**src/design/hbd_pkg.sv**
```systemverilog
// shared types, address map constants and decode function for the bus decoder
package hbd_pkg;

  localparam int WORK_RAM_BYTES_DEF = 8192;
  localparam int HIGH_RAM_BYTES_DEF = 127;
  localparam int COPY_LENGTH_DEF    = 160;
  localparam int QUEUE_DEPTH_DEF    = 4;

  // item kinds
  localparam logic [2:0] KIND_READ    = 3'd0;
  localparam logic [2:0] KIND_WRITE   = 3'd1;
  localparam logic [2:0] KIND_REPLY   = 3'd2;
  localparam logic [2:0] KIND_TICK    = 3'd3;
  localparam logic [2:0] KIND_CONSUME = 3'd4;

  // request targets
  localparam logic [1:0] TGT_CART  = 2'd0;
  localparam logic [1:0] TGT_VIDEO = 2'd1;
  localparam logic [1:0] TGT_IRQ   = 2'd2;
  localparam logic [1:0] TGT_TIMER = 2'd3;

  // address map
  localparam logic [15:0] ADDR_CART0_END  = 16'h7FFF;
  localparam logic [15:0] ADDR_VRAM_LO    = 16'h8000;
  localparam logic [15:0] ADDR_VRAM_HI    = 16'h9FFF;
  localparam logic [15:0] ADDR_CART1_LO   = 16'hA000;
  localparam logic [15:0] ADDR_CART1_HI   = 16'hBFFF;
  localparam logic [15:0] ADDR_WRAM_LO    = 16'hC000;
  localparam logic [15:0] ADDR_ECHO_HI    = 16'hFDFF;
  localparam logic [15:0] ADDR_OAM        = 16'hFE00;
  localparam logic [15:0] ADDR_OAM_HI     = 16'hFE9F;
  localparam logic [15:0] ADDR_UNUSABLE   = 16'hFEA0;
  localparam logic [15:0] ADDR_UNUSE_HI   = 16'hFEFF;
  localparam logic [15:0] ADDR_TIMER_LO   = 16'hFF04;
  localparam logic [15:0] ADDR_TIMER_HI   = 16'hFF07;
  localparam logic [15:0] ADDR_IRQ_FLAG   = 16'hFF0F;
  localparam logic [15:0] ADDR_LCD_LO     = 16'hFF40;
  localparam logic [15:0] ADDR_DMA        = 16'hFF46;
  localparam logic [15:0] ADDR_LCD_HI     = 16'hFF4B;
  localparam logic [15:0] ADDR_HRAM       = 16'hFF80;
  localparam logic [15:0] ADDR_HRAM_HI    = 16'hFFFE;
  localparam logic [15:0] ADDR_IRQ_ENABLE = 16'hFFFF;

  localparam logic [7:0]  OPEN_BUS    = 8'hFF;
  localparam logic [16:0] COPY_STALL  = 17'd160;
  localparam logic [15:0] STALL_MAX   = 16'hFFFF;

  typedef enum logic [1:0] {
    CLS_EXT  = 2'd0,
    CLS_WRAM = 2'd1,
    CLS_HRAM = 2'd2,
    CLS_NONE = 2'd3
  } cls_t;

  typedef enum logic [1:0] {
    OWNER_NONE = 2'd0,
    OWNER_CPU  = 2'd1,
    OWNER_COPY = 2'd2
  } owner_t;

  typedef enum logic [1:0] {
    SRC_REG  = 2'd0,
    SRC_WRAM = 2'd1,
    SRC_HRAM = 2'd2
  } src_t;

  typedef struct packed {
    cls_t       cls;
    logic [1:0] target;
  } decode_t;

  typedef struct packed {
    logic [2:0]  kind;
    logic [15:0] address;
    logic [7:0]  data;
    decode_t     dec;
    logic        dma_reg;
  } q_item_t;

  typedef struct packed {
    logic        req_valid;
    logic [1:0]  req_target;
    logic        req_write;
    logic [15:0] req_address;
    logic [7:0]  req_data;
    logic        cpu_done;
    logic [7:0]  cpu_data;
    logic        refused;
    logic [15:0] stall_cycles;
    src_t        mem_src;
    logic        mem_to_req;
  } res_t;

  typedef struct packed {
    logic        req_valid;
    logic [1:0]  req_target;
    logic        req_write;
    logic [15:0] req_address;
    logic [7:0]  req_data;
    logic        cpu_done;
    logic [7:0]  cpu_data;
    logic        refused;
    logic [15:0] stall_cycles;
  } out_t;

  function automatic decode_t classify(input logic [15:0] a);
    decode_t d;
    d.cls    = CLS_NONE;
    d.target = TGT_CART;
    priority if (a <= ADDR_CART0_END || (a >= ADDR_CART1_LO && a <= ADDR_CART1_HI)) begin
      d.cls = CLS_EXT;
    end else if (a >= ADDR_VRAM_LO && a <= ADDR_VRAM_HI) begin
      d.cls    = CLS_EXT;
      d.target = TGT_VIDEO;
    end else if (a >= ADDR_WRAM_LO && a <= ADDR_ECHO_HI) begin
      d.cls = CLS_WRAM;
    end else if (a >= ADDR_OAM && a <= ADDR_OAM_HI) begin
      d.cls    = CLS_EXT;
      d.target = TGT_VIDEO;
    end else if (a >= ADDR_UNUSABLE && a <= ADDR_UNUSE_HI) begin
      d.cls = CLS_NONE;
    end else if (a == ADDR_IRQ_FLAG || a == ADDR_IRQ_ENABLE) begin
      d.cls    = CLS_EXT;
      d.target = TGT_IRQ;
    end else if (a >= ADDR_TIMER_LO && a <= ADDR_TIMER_HI) begin
      d.cls    = CLS_EXT;
      d.target = TGT_TIMER;
    end else if (a >= ADDR_LCD_LO && a <= ADDR_LCD_HI) begin
      d.cls    = CLS_EXT;
      d.target = TGT_VIDEO;
    end else if (a >= ADDR_HRAM && a <= ADDR_HRAM_HI) begin
      d.cls = CLS_HRAM;
    end else begin
      d.cls = CLS_NONE;
    end
    return d;
  endfunction

endpackage

```
**src/design/hbd_queue.sv**
```systemverilog
// small queue of decoded items between front and back
module hbd_queue import hbd_pkg::*; #(
  parameter int DEPTH = QUEUE_DEPTH_DEF
) (
  input  logic    clk,
  input  logic    rst,
  input  logic    push,
  input  q_item_t push_item,
  input  logic    pop,
  output logic    full,
  output logic    head_valid,
  output q_item_t head
);

  localparam int PW = (DEPTH > 1) ? $clog2(DEPTH) : 1;
  localparam int CW = $clog2(DEPTH + 1);

  q_item_t        slots [DEPTH];
  logic [PW-1:0]  wr_ptr;
  logic [PW-1:0]  rd_ptr;
  logic [CW-1:0]  count;

  function automatic logic [PW-1:0] ptr_inc(input logic [PW-1:0] p);
    return (p == PW'(DEPTH - 1)) ? '0 : p + PW'(1);
  endfunction

  assign full       = (count == CW'(DEPTH));
  assign head_valid = (count != '0);
  assign head       = slots[rd_ptr];

  always_ff @(posedge clk) begin
    if (push) begin
      slots[wr_ptr] <= push_item;
    end
  end

  always_ff @(posedge clk) begin
    if (rst) begin
      wr_ptr <= '0;
      rd_ptr <= '0;
      count  <= '0;
    end else begin
      if (push) begin
        wr_ptr <= ptr_inc(wr_ptr);
      end
      if (pop) begin
        rd_ptr <= ptr_inc(rd_ptr);
      end
      if (push && !pop) begin
        count <= count + CW'(1);
      end else if (pop && !push) begin
        count <= count - CW'(1);
      end
    end
  end

endmodule

```
**config.mk**
```make
export PLATFORM = sky130hd
export DESIGN_NAME = hbd_queue
export DESIGN_NICKNAME = d
export VERILOG_FILES = /design/src/design/hbd_pkg.sv /design/src/design/hbd_queue.sv
export SDC_FILE = /design/constraint.sdc
export NUM_CORES = 1
export LEC_CHECK = 0
export ABC_AREA = 1
export ABC_CLOCK_PERIOD_IN_PS = 5250
export BUFFER_PORTS_ARGS = -buffer_cell sky130_fd_sc_hd__clkbuf_2
export CAP_MARGIN = 20
export CORE_UTILIZATION = 60
export CTS_CLUSTER_SIZE = 20
export DETAILED_ROUTE_END_ITERATION = 16
export HOLD_SLACK_MARGIN = 0.12
export PLACE_DENSITY = 0.88
export SLEW_MARGIN = 20
export SYNTH_ARGS = -nofsm -noshare
export SYNTH_HDL_FRONTEND = slang
export SYNTH_SLANG_ARGS = --single-unit
```
**constraint.sdc**
```tcl
create_clock -name clk -period 5.25 [get_ports clk]
set_clock_uncertainty 0.1 [all_clocks]
set_input_delay 0.525 -clock clk [delete_from_list [all_inputs] [get_ports clk]]
set_output_delay 0.525 -clock clk [all_outputs]
set_load 0.02 [all_outputs]
```
---- Yosys cells after proc, flatten, opt, wreduce, memory -nomap -nowiden ----
Memory sizes are Yosys's and may differ from the RTL's. A register that Yosys moved wholly into a read port is not among the register bits.
Index checks and enable logic that the tools add are counted.
storage, ports and cells
  memories ................................ 1
  RAM bits ................................ 128
  input port bits ......................... 36
  bits in registers ....................... 7
  logic and storage cells ................. 25
  output and inout port bits .............. 34
cells by class
  multiplexer cells ....................... 8
  reductions and logical operators ........ 6
  eq/ne operators ......................... 3
  add/sub/neg operators ................... 4
memory list
  memory  depth  width  rd ports  clocked after Yosys merged registers in  wr ports  RTL line         text
  slots   4      32     1         1                                        1         hbd_queue.sv:18  q_item_t slots [DEPTH];
operators with widths
  operator                                                             number
  2-bit 2-to-1 mux                                                     4
  3-bit 2-to-1 mux                                                     2
  2-bit by 1-bit adder with 2-bit output (second input constant)       2
  2-bit == test (second input constant)                                2
  3-bit by 1-bit adder with 3-bit output (second input constant)       1
  3-bit == test (second input constant)                                1
  3-bit nonzero test                                                   1
  3-bit by 1-bit subtractor with 3-bit output (second input constant)  1
  1-bit logical AND                                                    2
  1-bit zero test                                                      2
  1-bit 2-to-1 mux                                                     2
  2-bit nonzero test                                                   1

---- Logic depth before layout (Yosys ltp) ----
  depth in word-level cells ............... 4
  mapped depth ............................ 10

---- Worst setup path before layout ----
OpenSTA, ideal clock, no wires.
  kind .................................... register to register
  start ................................... register wr_ptr[0]
  end ..................................... memory slots[3][0] (netlist bit), enable pin
  data required time ...................... 4.763 ns
  cell stages (with the launch flop) ...... 4
  arrival time ............................ 1.223 ns
  setup slack ............................. 3.540 ns
  cells stage by stage .................... dfxtp_1 ha_1 nand2_1 inv_1
RTL lines
  item                      RTL line         text
  start: declaration        hbd_queue.sv:19  logic [PW-1:0] wr_ptr;
  start signal: assignment  hbd_queue.sv:44  wr_ptr <= ptr_inc(wr_ptr);
  end: declaration          hbd_queue.sv:18
Straight into the memory's write port.

==> impl_metrics.yaml <==
status:
  status: "completed"
routing:
  drt-initial-drc-count: 262
  drc: 0
  via_count: 3350
  ant_nets: 0
  via_per_inst: 5.82
  first_pass_iters: 5
  wire_per_inst_microns: 18.5
  wl_mm: 10.7
cts:
  root_buffer: "clkbuf_8"
  htree_levels: 4
  post_cts_resized: 0
  clk_pin_slew_worst_paths_ns: 0.06
  cts_setup_buffers: 0
  cts_num_sinks: 137
  cts-buffers-inserted: 17
  clockBufferDepth: 2
  hold_buffers: 13
  cts_tree: "built"
  clock_latency_ns: 0.51
floorplan:
  core.rowCount: 33
  die_x_microns: 95.4
  chipHeight_microns: 95.4
  dieArea_sq_mm: 0.00911
  coreArea_sq_mm: 0.00834
  initial_core_util_pct: 62.8
  io_pins: 70
global_routing:
  grt_pass1_wl_mm: 16.4
  grt_max_degree: 66
  grt_pass1_vias: 3378
  grt_overflow: 0
  antenna_found_initial: 0
  track_usage_pct: 25.5
timing:
  rsz0062_at_grt: "false"
  fin_setup_tns_ns: 0
  period_share_pct: 54.1
  worstMarginPinSlew_ns: 0.756
  period_minus_slack_ns: 2.84
  drv_slew: 0
  fmax_mhz: 352
  slew_headroom_pct: 49.5
  setup_violations: 0
  finalHoldViolCount: 0
  worst_slack_ns: 2.41
power:
  power_density_mw_per_mm2: 429
  irDropWorstVdd_uv: 324
  p_leak_nw: 2.35
logic_synthesis:
  syn_area_sq_mm: 0.00524
  syn-num-nets: 412
  netlist_instances: 369
  yosysSeqAreaShare_pct: 76.8
  ys_types: 21
  ys_ff_latch: 137
  avgSynthCellArea_sq_um: 14.2
  ys_warn_count: 0
finish:
  fillers: 485
  antennaDiodeCount: 0
  multi_input_area_sq_um: 988
  ff_latch_area_sq_mm: 0.00403
  fin_util_pct: 76.0
  syn_to_final_growth_pct: 21.1
  drive_gt1_share_pct: 22.9
  final_nets: 501
setup_path:
  path_max_fanout: 33
  worstSetupStartpointType: "flip-flop"
  criticalPathCategory: "flip-flop to primary output"
  crit_arrival_ns: 2.21
  critical_path_required_ns: 4.62
  cp-end-kind: "primary output"
min_path:
  holdCritPathClass: "input pin to flip-flop"
placed_design:
  port_buffers: 69
  gp_congestion: 0.750
  detailedPlace.worstSlack_ns: 2.45
  hpwl_mm: 5.77
run:
  max_cap_violations: 0
[worst max-delay path, stage by stage (launching register included)]
cell and delay (ns):
dfxtp_2 0.73, inv_2 0.43, o21ai_1 0.23, o22ai_1 0.13, clkbuf_2 0.17
[cells in the mapped netlist]
cell type | number | share of area, %
ha_1 | 6 | 1.4
nand3_1 | 1 | 0.095
dfxtp_1 | 9 | 3.4
buf_4 | 3 | 0.43
o22ai_1 | 32 | 3.8
a21oi_1 | 3 | 0.29
xor2_1 | 1 | 0.17
inv_2 | 1 | 0.072
buf_2 | 6 | 0.57
nor2_1 | 73 | 5.2
nand2_1 | 9 | 0.64
nor3_1 | 3 | 0.29
inv_1 | 14 | 1.0
fa_1 | 1 | 0.38
edfxtp_1 | 128 | 73
inv_8 | 1 | 0.21
buf_6 | 9 | 1.9
o21ai_1 | 28 | 2.7
nand4_1 | 1 | 0.12
clkbuf_1 | 1 | 0.072
o21ai_0 | 39 | 3.7
[logic make-up after synthesis]
kind of cell,count (synthesis),share of synthesized area [%]
AO/OA/AOI/OAI,102,10.5
flip-flops,137,76.8
XOR/XNOR,1,0.167
AND/OR/NAND/NOR,87,6.38
buffers and inverters,35,4.30
adder cells (fa/ha/maj),7,1.82
[path summary, 6_finish.rpt]
path         cells past startpoint  slack, ns                   start                     end
max                              4       2.41               flip-flop                 head[8]
min                              1       0.13           push_item[16]  slots[2][16]$_DFFE_PP_
max reg2reg                      4       3.20  wr_ptr[0]$_SDFFE_PP0P_  slots[3][11]$_DFFE_PP_
min reg2reg                      2       0.43  wr_ptr[1]$_SDFFE_PP0P_  wr_ptr[1]$_SDFFE_PP0P_
[final cells by class]
cell class,count,area share [%]
repair buffers,89,8.44
flip-flops and latches,137,63.5
clock buffers,18,6.59
multi-input cells,197,15.6
inverters,16,1.07
clock inverters,14,2.72
well taps,105,2.07
[state kept, by name, indices dropped and copies added (netlist names), named ones only]
| register | flops |
|---|---|
| wr_ptr | 2 |
| rd_ptr | 2 |
| slots | 128 |
| count | 3 |
[placed cells by master, fill, tap and decap left out, types with 4 or more instances in the layout]
cell type / count
dlygate4sd3_1: 16
clkinvlp_4: 5
nor2_1: 73
dfxtp_1: 7
o21ai_1: 28
o21ai_0: 39
buf_4: 4
o22ai_1: 32
edfxtp_1: 128
nand2_1: 9
clkbuf_2: 69
inv_1: 14
ha_1: 6
clkbuf_16: 16
[per-stage QoR]
| step | hold WS [ns] | std cells | instance area (sq um) | total power [mW] |
|---|---|---|---|---|
| 6_report | 0.133 | 576 | 6340 | 2.72 |
| 5_1_grt | 0.120 | 576 | 6340 | 2.80 |
| 4_1_cts | 0.121 | 573 | 6310 | 2.73 |
| 3_5_place_dp | 0.424 | 528 | 5590 | 1.55 |
| 3_3_place_gp | 0.409 | 528 | 5590 | 1.54 |
| 2_1_floorplan | 0.390 | 369 | 5240 | 1.46 |
[per-layer routing]
layer | share of wire [%] | vias to the layer above | global-route usage [%] | wire length, microns
met5 | 0 | - | 0 | 0
met4 | 1.6 | 0 | 11.6 | 172
met3 | 7.0 | 23 | 7.42 | 745
met2 | 53 | 168 | 41.9 | 5650
met1 | 38 | 1606 | 31.4 | 4090
li1 | - | 1553 | - | -
[power by group]
group,switching (mW),internal (mW)
clock,0.457,0.725
combinational,0.174,0.0863
sequential,0.0327,1.25
total,0.663,2.06
No activity file was read; power rests on OpenSTA's default activity.
