File: src/design/hbd_pkg.sv
// shared types, address map constants and decode function for the bus decoder
package hbd_pkg;

  localparam int WORK_RAM_BYTES_DEF = 8192;
  localparam int HIGH_RAM_BYTES_DEF = 127;
  localparam int COPY_LENGTH_DEF    = 160;
  localparam int QUEUE_DEPTH_DEF    = 4;

  // item kinds
  localparam logic [2:0] KIND_READ    = 3'd0;
  localparam logic [2:0] KIND_WRITE   = 3'd1;
  localparam logic [2:0] KIND_REPLY   = 3'd2;
  localparam logic [2:0] KIND_TICK    = 3'd3;
  localparam logic [2:0] KIND_CONSUME = 3'd4;

  // request targets
  localparam logic [1:0] TGT_CART  = 2'd0;
  localparam logic [1:0] TGT_VIDEO = 2'd1;
  localparam logic [1:0] TGT_IRQ   = 2'd2;
  localparam logic [1:0] TGT_TIMER = 2'd3;

  // address map
  localparam logic [15:0] ADDR_CART0_END  = 16'h7FFF;
  localparam logic [15:0] ADDR_VRAM_LO    = 16'h8000;
  localparam logic [15:0] ADDR_VRAM_HI    = 16'h9FFF;
  localparam logic [15:0] ADDR_CART1_LO   = 16'hA000;
  localparam logic [15:0] ADDR_CART1_HI   = 16'hBFFF;
  localparam logic [15:0] ADDR_WRAM_LO    = 16'hC000;
  localparam logic [15:0] ADDR_ECHO_HI    = 16'hFDFF;
  localparam logic [15:0] ADDR_OAM        = 16'hFE00;
  localparam logic [15:0] ADDR_OAM_HI     = 16'hFE9F;
  localparam logic [15:0] ADDR_UNUSABLE   = 16'hFEA0;
  localparam logic [15:0] ADDR_UNUSE_HI   = 16'hFEFF;
  localparam logic [15:0] ADDR_TIMER_LO   = 16'hFF04;
  localparam logic [15:0] ADDR_TIMER_HI   = 16'hFF07;
  localparam logic [15:0] ADDR_IRQ_FLAG   = 16'hFF0F;
  localparam logic [15:0] ADDR_LCD_LO     = 16'hFF40;
  localparam logic [15:0] ADDR_DMA        = 16'hFF46;
  localparam logic [15:0] ADDR_LCD_HI     = 16'hFF4B;
  localparam logic [15:0] ADDR_HRAM       = 16'hFF80;
  localparam logic [15:0] ADDR_HRAM_HI    = 16'hFFFE;
  localparam logic [15:0] ADDR_IRQ_ENABLE = 16'hFFFF;

  localparam logic [7:0]  OPEN_BUS    = 8'hFF;
  localparam logic [16:0] COPY_STALL  = 17'd160;
  localparam logic [15:0] STALL_MAX   = 16'hFFFF;

  typedef enum logic [1:0] {
    CLS_EXT  = 2'd0,
    CLS_WRAM = 2'd1,
    CLS_HRAM = 2'd2,
    CLS_NONE = 2'd3
  } cls_t;

  typedef enum logic [1:0] {
    OWNER_NONE = 2'd0,
    OWNER_CPU  = 2'd1,
    OWNER_COPY = 2'd2
  } owner_t;

  typedef enum logic [1:0] {
    SRC_REG  = 2'd0,
    SRC_WRAM = 2'd1,
    SRC_HRAM = 2'd2
  } src_t;

  typedef struct packed {
    cls_t       cls;
    logic [1:0] target;
  } decode_t;

  typedef struct packed {
    logic [2:0]  kind;
    logic [15:0] address;
    logic [7:0]  data;
    decode_t     dec;
    logic        dma_reg;
  } q_item_t;

  typedef struct packed {
    logic        req_valid;
    logic [1:0]  req_target;
    logic        req_write;
    logic [15:0] req_address;
    logic [7:0]  req_data;
    logic        cpu_done;
    logic [7:0]  cpu_data;
    logic        refused;
    logic [15:0] stall_cycles;
    src_t        mem_src;
    logic        mem_to_req;
  } res_t;

  typedef struct packed {
    logic        req_valid;
    logic [1:0]  req_target;
    logic        req_write;
    logic [15:0] req_address;
    logic [7:0]  req_data;
    logic        cpu_done;
    logic [7:0]  cpu_data;
    logic        refused;
    logic [15:0] stall_cycles;
  } out_t;

  function automatic decode_t classify(input logic [15:0] a);
    decode_t d;
    d.cls    = CLS_NONE;
    d.target = TGT_CART;
    priority if (a <= ADDR_CART0_END || (a >= ADDR_CART1_LO && a <= ADDR_CART1_HI)) begin
      d.cls = CLS_EXT;
    end else if (a >= ADDR_VRAM_LO && a <= ADDR_VRAM_HI) begin
      d.cls    = CLS_EXT;
      d.target = TGT_VIDEO;
    end else if (a >= ADDR_WRAM_LO && a <= ADDR_ECHO_HI) begin
      d.cls = CLS_WRAM;
    end else if (a >= ADDR_OAM && a <= ADDR_OAM_HI) begin
      d.cls    = CLS_EXT;
      d.target = TGT_VIDEO;
    end else if (a >= ADDR_UNUSABLE && a <= ADDR_UNUSE_HI) begin
      d.cls = CLS_NONE;
    end else if (a == ADDR_IRQ_FLAG || a == ADDR_IRQ_ENABLE) begin
      d.cls    = CLS_EXT;
      d.target = TGT_IRQ;
    end else if (a >= ADDR_TIMER_LO && a <= ADDR_TIMER_HI) begin
      d.cls    = CLS_EXT;
      d.target = TGT_TIMER;
    end else if (a >= ADDR_LCD_LO && a <= ADDR_LCD_HI) begin
      d.cls    = CLS_EXT;
      d.target = TGT_VIDEO;
    end else if (a >= ADDR_HRAM && a <= ADDR_HRAM_HI) begin
      d.cls = CLS_HRAM;
    end else begin
      d.cls = CLS_NONE;
    end
    return d;
  endfunction

endpackage

File: src/design/hbd_front.sv
// front end: input handshake and cpu address decode
module hbd_front import hbd_pkg::*; (
  input  logic        in_valid,
  output logic        in_stall,
  input  logic [2:0]  kind,
  input  logic [15:0] address,
  input  logic [7:0]  data_in,
  input  logic        q_full,
  output logic        push,
  output q_item_t     item
);

  assign in_stall = q_full;
  assign push     = in_valid && !q_full;

  always_comb begin
    item.kind    = kind;
    item.address = address;
    item.data    = data_in;
    item.dec     = classify(address);
    item.dma_reg = (address == ADDR_DMA);
  end

endmodule

File: config.mk
export PLATFORM = sky130hd
export DESIGN_NAME = hbd_front
export DESIGN_NICKNAME = d
export VERILOG_FILES = /design/src/design/hbd_pkg.sv /design/src/design/hbd_front.sv
export SDC_FILE = /design/constraint.sdc
export NUM_CORES = 1
export LEC_CHECK = 0
export BUFFER_PORTS_ARGS = -buffer_cell sky130_fd_sc_hd__buf_4
export CAP_MARGIN = 0
export CORE_AREA = 2 2 39 41
export DETAILED_ROUTE_END_ITERATION = 6
export DIE_AREA = 0 0 41 43
export GPL_ROUTABILITY_DRIVEN = 0
export PLACE_DENSITY = 0.86
export SLEW_MARGIN = 10
export SYNTH_ARGS = -nofsm -noshare
export SYNTH_HDL_FRONTEND = slang
export SYNTH_SLANG_ARGS = --single-unit
File: constraint.sdc
create_clock -name vclk -period 1.6
set_input_delay 0.08 -clock vclk [all_inputs]
set_output_delay 0.08 -clock vclk [all_outputs]
set_load 0.01 [all_outputs]
======== After elaboration in Yosys (flattened, before gate mapping) ========
Index checks and enable logic that the tools add are counted.
operators by class
  $lt $le $gt $ge ......................... 17
  eq/ne operators ......................... 3
  muxes and demuxes ....................... 13
  reduce and logical (&&, ||, !) cells .... 12
operators by type and width
  kind                  count
  $ge 16x16->1 const B  8
  $le 16x16->1 const B  8
  $eq 16x16->1 const B  3
  $le 16x15->1 const B  1
  $mux 4                4
  $mux 2                7
  $logic_and 1x1->1     9
  $logic_or 1x1->1      2
  $mux 1                2
  $logic_not 1->1       1
word-level totals
  register bits ........................... 0
  bits of input ports ..................... 29
  logic and storage cells ................. 45

======== Logic depth before layout (Yosys ltp) ========
Gate-level depths: netlist of the first run.
  depth in word-level cells ............... 11
  mapped depth ............................ 3
  depth with buffers taken out ............ 3

======== Least setup slack after synthesis of the first run ========
OpenSTA, ideal clock, no wires.
  kind .................................... in2out
  start point ............................. input address[13]
  end point ............................... output item[0] (netlist name)
  arrival ................................. 0.942 ns
  data required time ...................... 1.520 ns
  setup slack ............................. 0.578 ns
  stages on the path ...................... 3
  path buffers ............................ 0
  cell sequence ........................... nand4_1 or2_2 nor4_1
RTL lines
  item             line             RTL
  start, declared  hbd_front.sv:6   input logic [15:0] address,
  end, declared    hbd_front.sv:10  output q_item_t item

==> results of run 1 <==
[metal layers]
| layer | GRT usage [%] | vias to the layer above | part of all wire, % |
|---|---|---|---|
| met5 | 0 | - | 0 |
| met4 | 0 | 0 | 0 |
| met3 | 0 | 0 | 16 |
| met2 | 19.38 | 37 | 47 |
| met1 | 13.92 | 191 | 37 |
| li1 | - | 219 | - |
[cells by family (layout without fill, tap and decap cells)]
logic type             after synthesis  count (layout)  synth area share, %
and+or+nand+nor                     22              22                32.37
AOI/OAI and AO/OA                   10              10                18.66
buffers and inverters               28              41                48.98
[power groups by stage]
| stage | combinational [W] | clock (W) | sequential, W |
|---|---|---|---|
| 2_1_floorplan | 0.0000989 | 0 | 0 |
| 3_3_place_gp | 0.000130 | 0 | 0 |
| 3_5_place_dp | 0.000133 | 0 | 0 |
| 4_1_cts | 0.000133 | 0 | 0 |
| 5_1_grt | 0.000144 | 0 | 0 |
| 6_report | 0.000131 | 0 | 0 |
[metrics by stage]
step	setup WS (ps)	hold WS (ps)	util [%]
after global placement	319.0	160.1	39.51
final	304.7	160.0	39.51
after floorplan	577.5	206.4	-
after CTS	304.9	160.1	39.51
after global routing	229.4	160.0	39.51
after detailed placement	305.5	160.1	39.51
[placed cells by master, fill, tap and decap left out]
cell,Yosys,final
nand4_1,3,3
or4_4,1,1
nor2_1,1,1
or2_2,3,3
o22ai_1,1,1
buf_4,28,41
o31ai_1,1,1
and2b_1,1,1
nand2_1,2,2
a221oi_2,1,1
and3_1,1,1
nor3b_1,1,1
nand2b_1,1,1
nor2b_1,2,2
nand3_1,2,2
a311oi_1,1,1
nor4_1,1,1
a211oi_1,3,3
nand3b_1,3,3
o21ai_0,1,1
a21o_1,2,2
[worst min-delay path by stage]
| stage | start | endpoint | cells past startpoint | slack (ps) |
|---|---|---|---|---|
| floorplan | q_full | push | 1 | 210 |
| global placement | data_in[0] | item[5] | 0 | 160 |
| detailed placement | data_in[0] | item[5] | 0 | 160 |
| CTS | data_in[0] | item[5] | 0 | 160 |
| global route | data_in[6] | item[11] | 0 | 160 |
| finish | data_in[6] | item[11] | 0 | 160 |
[area by class of cell]
cell class                 instances  area share [%]
multi-input combinational         32           40.05
tap                               16           3.661
timing repair buffer              41           56.29
[critical path, stage by stage]
cell      delay, ps
buf_4           130
or4_4           530
a221oi_2        230
a211oi_1         80
buf_4           160
==> summary.txt, run 1 <==
post-CTS setup buffers: 0
Pint: 0.00007391 W
Seq pwr share: 0%
routed wire length: 1017 µm
PwrDens: 240.0 nW/µm²
Cells after Synth: 60
die area: 1763 µm²
average size of a mapped cell: 7.153 µm²
total power: 0.0001312 W
minimum clock period: 1295 ps
RSZ-0062 raised after global routing: no
nets@finish: 104
leakage power: 0.2653 nW
Yosys warning count: 0
max-slew violations: 0
commonest cells in the netlist: buf_4, a211oi_1, nand3b_1, nand4_1, or2_2
class of the tightest hold or removal check: in -> out
critical path arrival: 1220 ps
max cap viols: 0
crit start category: input port
top post-synthesis cells by area: buf_4, a211oi_1, nand3b_1
Initial Util: 31.01%
top-area cell type share of the netlist area: 48.98%
CTS Hold Buffers Added: 0
Crit. Startpoint: address[7]
share of cells above drive strength 1: 63.01%
vias: 447
Least-Margin Pin Slew: 329.9 ps
crit path max fanout: 6
Sw Ratio: 43.68%
slew margin rel.: 77.82%
antenna cells: 0
final hold vios: 0
area leader, netlist: buf_4
Seq. cell area: 0 µm²
post_cts resized: 0
crit path capture type: primary output
Post-Syn Area: 429.2 µm²
first-pass GRT wire length: 1407 µm
GRT Total Usage: 10.59%
Horiz. Die Dim: 41 µm
type of the worst setup path: in -> out
fin crit share: 80.96%
# clk buffers: 0
Core Rows: 14
vias per cell: 5.022
Psw: 0.00005732 W
Remaining DRCs: 0
total negative slack: 0 ps
largest net degree at the start of global routing: 8
WP data required: 1520 ps
Iter 0 DRT Violations: 1
Max IR drop VDD: 78.93 µV
WL per Instance: 11.43 µm
outcome: finished clean
placed cell area: 546.8 µm²
cell total after placement: 89
Non-Filler Instances: 89
multi-input combinational cell area: 219.0 µm²
Fmax: 772.0 MHz
register area share after synthesis: 0%
Synth Net Count: 89
Yosys cell types: 21
DR pass1 iterations: 2
total of fill cells in the finished design: 149
grt ovf: 0
io pins: 63
Area Overhead vs Synth: 27.41%
final setup violation count: 0
Final ANT Viol Nets: 0
core box area: 1384 µm²
Seq cells: 0
Clk pwr share: 0%
Gate power share: 100.0%
Buffers on Ports: 41
Finished Cell Area: 546.8 µm²
count leader, synth: buf_4
vias in the first global route: 361
crit path capture: item[4]
die height: 43 µm
initial antenna violation count: 0
Power figures use the tool's default switching activity.
==> run 2: changes to the inputs <==
--- a/config.mk
+++ b/config.mk
@@ -7,11 +7,11 @@
 export LEC_CHECK = 0
 export BUFFER_PORTS_ARGS = -buffer_cell sky130_fd_sc_hd__buf_4
 export CAP_MARGIN = 0
-export CORE_AREA = 2 2 39 41
+export CORE_MARGIN = 2
+export CORE_UTILIZATION = 31
 export DETAILED_ROUTE_END_ITERATION = 6
-export DIE_AREA = 0 0 41 43
 export GPL_ROUTABILITY_DRIVEN = 0
-export PLACE_DENSITY = 0.86
+export PLACE_DENSITY = 0.84
 export SLEW_MARGIN = 10
 export SYNTH_ARGS = -nofsm -noshare
 export SYNTH_HDL_FRONTEND = slang
==> constraint.sdc (replaced) <==
create_clock -name vclk -period 1.26
set_input_delay 0.063 -clock vclk [all_inputs]
set_output_delay 0.063 -clock vclk [all_outputs]
set_load 0.01 [all_outputs]
==> summary.txt, run 2 (synthesized netlist as in run 1, its figures left out) <==
Seq. cell area: 0 µm²
die area: 1698 µm²
crit path capture type: primary output
DR pass1 iterations: 4
Crit path buffers/inverters: 2
slew margin rel.: 78.64%
WP data required: 1200 ps
critical path arrival: 1190 ps
CTS Hold Buffers Added: 0
core box area: 1301 µm²
vias: 458
Fmax: 800.4 MHz
nets@finish: 106
Least-Margin Pin Slew: 318.4 ps
largest net degree at the start of global routing: 8
met2 WL: 587 µm
WL per Instance: 12.74 µm
die height: 41.21 µm
Met3 Wirelength: 178 µm
cell total after placement: 90
class of the tightest hold or removal check: in -> out
minimum clock period: 1249 ps
initial antenna violation count: 0
most frequent cells in the layout: buf_4, or2_2, nand4_1, a211oi_1, nand3b_1
crit path max fanout: 5
Non-Filler Instances: 90
first-pass GRT wire length: 1359 µm
highest metal used: met4
commonest non-fill, non-tap cell in the layout: buf_4
final setup violation count: 0
# clk buffers: 0
final setup margin: 10.65 ps
max cap viols: 0
total power: 0.0001781 W
crit start category: input port
Crit path max-delay family: simple AND/OR/NAND/NOR gates
outcome: finished clean
grt ovf: 0
Area Overhead vs Synth: 34.40%
type of the worst setup path: in -> out
Iter 0 DRT Violations: 8
Core Rows: 13
final hold vios: 0
vias per cell: 5.089
DRT met1 WL: 373 µm
antenna cells: 0
hold slack: 126.0 ps
Buffers on Ports: 41
Horiz. Die Dim: 41.21 µm
io pins: 63
total of fill cells in the finished design: 139
routed wire length: 1147 µm
Remaining DRCs: 0
leakage power: 0.2787 nW
Max IR drop VDD: 119.5 µV
RSZ-0062 raised after global routing: yes
share of cells above drive strength 1: 65.33%
Final ANT Viol Nets: 0
Seq cells: 0
pre-CTS WS: 14.65 ps
PwrDens: 308.8 nW/µm²
total negative slack: 0 ps
crit-path max cell delay: 530 ps
crit path cell chain: buf_8 -> or4_4 -> a221oi_2 -> a211oi_1 -> buf_4
Initial Util: 32.98%
Critical-path top delay cell: or4_4
vias in the first global route: 348
GRT Total Usage: 11.28%
fin crit share: 99.15%
max-slew violations: 0
run 2: changes by cell type in the layout (fill, tap and decap cells not counted), sizes merged:
cell | previous run | this run
buf | 41 | 43
run 2: power breakdown:
group,internal (W),switching [W],leakage [nW]
combinational,0.000102,0.0000764,0.279
sequential,0,0,0
clock,0,0,0
run 2: cell type report:
cell class	instances	area, µm²	area share (%)
repair buffers	43	334.1	57.92
well taps	15	18.77	3.254
multi-input cells	32	224.0	38.83
run 2: final timing paths:
kind                        from      end  slack [ps]  cells after the start
worst max-delay path  address[5]  item[4]          10                      5
worst min-delay path  data_in[0]  item[5]         130                      0
run 2: timing repair:
item,in CTS,in global routing
endpoints found under the setup margin,0,2
endpoints found under the hold margin,0,0
gates resized for setup,0,4
buffers inserted,0,0
run 2: through the flow:
| step | area, µm² | util (%) |
|---|---|---|
| 2_1_floorplan | 429.2 | - |
| 3_3_place_gp | 560.5 | 43.08 |
| 3_5_place_dp | 560.5 | 43.08 |
| 4_1_cts | 560.5 | 43.08 |
| 5_1_grt | 576.8 | 44.33 |
| 6_report | 576.8 | 44.33 |
run 2: metal layers:
layer | vias up | GRT usage (%)
li1 | 220 | -
met1 | 202 | 12.03
met2 | 34 | 24.61
met3 | 2 | 0
met4 | 0 | 0.8065
met5 | - | 0
==> run 3: changes to the inputs <==
--- a/config.mk
+++ b/config.mk
@@ -5,13 +5,14 @@
 export SDC_FILE = /design/constraint.sdc
 export NUM_CORES = 1
 export LEC_CHECK = 0
+export ABC_AREA = 1
 export BUFFER_PORTS_ARGS = -buffer_cell sky130_fd_sc_hd__buf_4
 export CAP_MARGIN = 0
 export CORE_MARGIN = 2
-export CORE_UTILIZATION = 31
+export CORE_UTILIZATION = 33
 export DETAILED_ROUTE_END_ITERATION = 6
 export GPL_ROUTABILITY_DRIVEN = 0
-export PLACE_DENSITY = 0.84
+export PLACE_DENSITY = 0.85
 export SLEW_MARGIN = 10
 export SYNTH_ARGS = -nofsm -noshare
 export SYNTH_HDL_FRONTEND = slang
==> summary.txt, run 3 <==
outcome: finished clean
hpwl dp: 864.4 µm
core box area: 1318 µm²
Seq cells: 0
area leader, netlist: buf_4
io pins: 63
initial antenna violation count: 0
Post-Syn Area: 467.9 µm²
CTS Hold Buffers Added: 0
Synth Net Count: 111
pre-CTS WS: 223.4 ps
Seq pwr share: 0%
post_cts resized: 0
hold path start: data_in[7]
Remaining DRCs: 0
fin crit share: 82.96%
hold depth: 0
vias per cell: 4.282
post-CTS setup buffers: 0
crit path capture type: primary output
crit path max fanout: 4
share of cells above drive strength 1: 53.68%
Fmax: 956.7 MHz
Yosys cell types: 14
most frequent cells in the layout: buf_4, nand2_1, nor2_1, inv_1, nor2_2
DR pass1 iterations: 3
RSZ-0062 raised after global routing: no
vias in the first global route: 431
first-pass GRT wire length: 1593 µm
max-slew violations: 0
class of the tightest hold or removal check: in -> out
Least-Margin Pin Slew: 250.4 ps
leakage power: 0.3327 nW
Horiz. Die Dim: 41.66 µm
WP data required: 1200 ps
die height: 41.66 µm
Max IR drop VDD: 126.2 µV
commonest non-fill, non-tap cell in the layout: buf_4
commonest cells in the netlist: buf_4, nand2_1, nor2_1
WL per Instance: 8.782 µm
vias: 471
met2 Usage GRT: 20.00%
final hold vios: 0
register area share after synthesis: 0%
largest net degree at the start of global routing: 7
max cap viols: 0
Cells after Synth: 82
Sw Ratio: 45.39%
# clk buffers: 0
Core Rows: 13
antenna cells: 0
routing usage on met3: 1.739%
Psw: 0.00007452 W
Seq. cell area: 0 µm²
Yosys warning count: 0
top post-synthesis cells by area: buf_4, nand2_1, nor2_1
slew margin rel.: 83.16%
minimum clock period: 1045 ps
grt ovf: 0
final setup margin: 214.7 ps
nets@finish: 126
final setup violation count: 0
GRT Total Usage: 10.54%
met1 usage: 10.91%
Initial Util: 35.52%
average size of a mapped cell: 5.707 µm²
routed wire length: 966 µm
Final ANT Viol Nets: 0
count leader, synth: buf_4
PwrDens: 281.0 nW/µm²
Gate power share: 100.0%
Buffers on Ports: 41
multi-input combinational cell area: 235.2 µm²
die area: 1735 µm²
crit start category: input port
total of fill cells in the finished design: 140
Area Overhead vs Synth: 24.87%
Clk pwr share: 0%
most used routing layer: met2
type of the worst setup path: in -> out
Iter 0 DRT Violations: 3
total negative slack: 0 ps
top-area cell type share of the netlist area: 44.92%
critical path arrival: 980 ps
Pint: 0.00008965 W
Hold EP: item[12]
run 3: cell types whose count changed after synthesis, sizes merged, moves of 2 or more:
cell	previous run	this run
a211oi	3	0
a21o	2	0
nor2b	2	0
or2	3	0
a21oi	0	2
inv	0	6
nand3b	3	1
nand4	3	0
nor2	1	19
nand2	2	21
run 3: power groups by stage:
stage                     Sequential (W)  Clock, W  Combinational, W
after global routing                   0         0          0.000178
after global placement                 0         0          0.000162
final                                  0         0          0.000164
after CTS                              0         0          0.000166
after floorplan                        0         0          0.000129
after detailed placement               0         0          0.000165
run 3: routing by layer:
metal	up-vias	part of all wire [%]
met2	31	48
met1	190	36
met5	-	0
met3	4	14
met4	0	2.4
li1	246	-
run 3: worst max path at each step:
stage | from | endpoint | slack (ps) | depth (start not counted)
2_1_floorplan | address[15] | item[0] | 490 | 4
3_3_place_gp | address[3] | item[4] | 260 | 7
3_5_place_dp | address[4] | item[4] | 220 | 7
4_1_cts | address[4] | item[4] | 220 | 7
5_1_grt | address[4] | item[4] | 80 | 7
6_report | address[4] | item[4] | 210 | 7
run 3: layout make-up:
cell class                 count  area share (%)
multi-input combinational     48           40.26
inverter                       6           3.854
tap                           15           3.212
timing repair buffer          41           52.68
run 3: logic make-up after synthesis:
family	count (synthesis)	share of synthesized area [%]
simple gates	45	45.72
buf+inv	34	49.73
compound gates	3	4.545
run 3: metrics by stage:
| stage | hold slack (ps) | instances | utilization, % | instance area [µm²] | total power [W] |
|---|---|---|---|---|---|
| after floorplan | 173.5 | 82 | - | 467.9 | 0.0001289 |
| after detailed placement | 126.1 | 110 | 44.35 | 584.3 | 0.0001651 |
| after CTS | 126.1 | 110 | 44.35 | 584.3 | 0.0001656 |
| after global placement | 126.1 | 110 | 44.35 | 584.3 | 0.0001618 |
| after global routing | 126.0 | 110 | 44.35 | 584.3 | 0.0001778 |
| final | 126.0 | 110 | 44.35 | 584.3 | 0.0001642 |
run 3: worst max-delay path, cell delays in order:
cell and delay (ps):
buf_4 120, nor2_2 160, nand3_1 130, a21oi_2 170, nor2_1 70, and2_1 130
buf_4 140
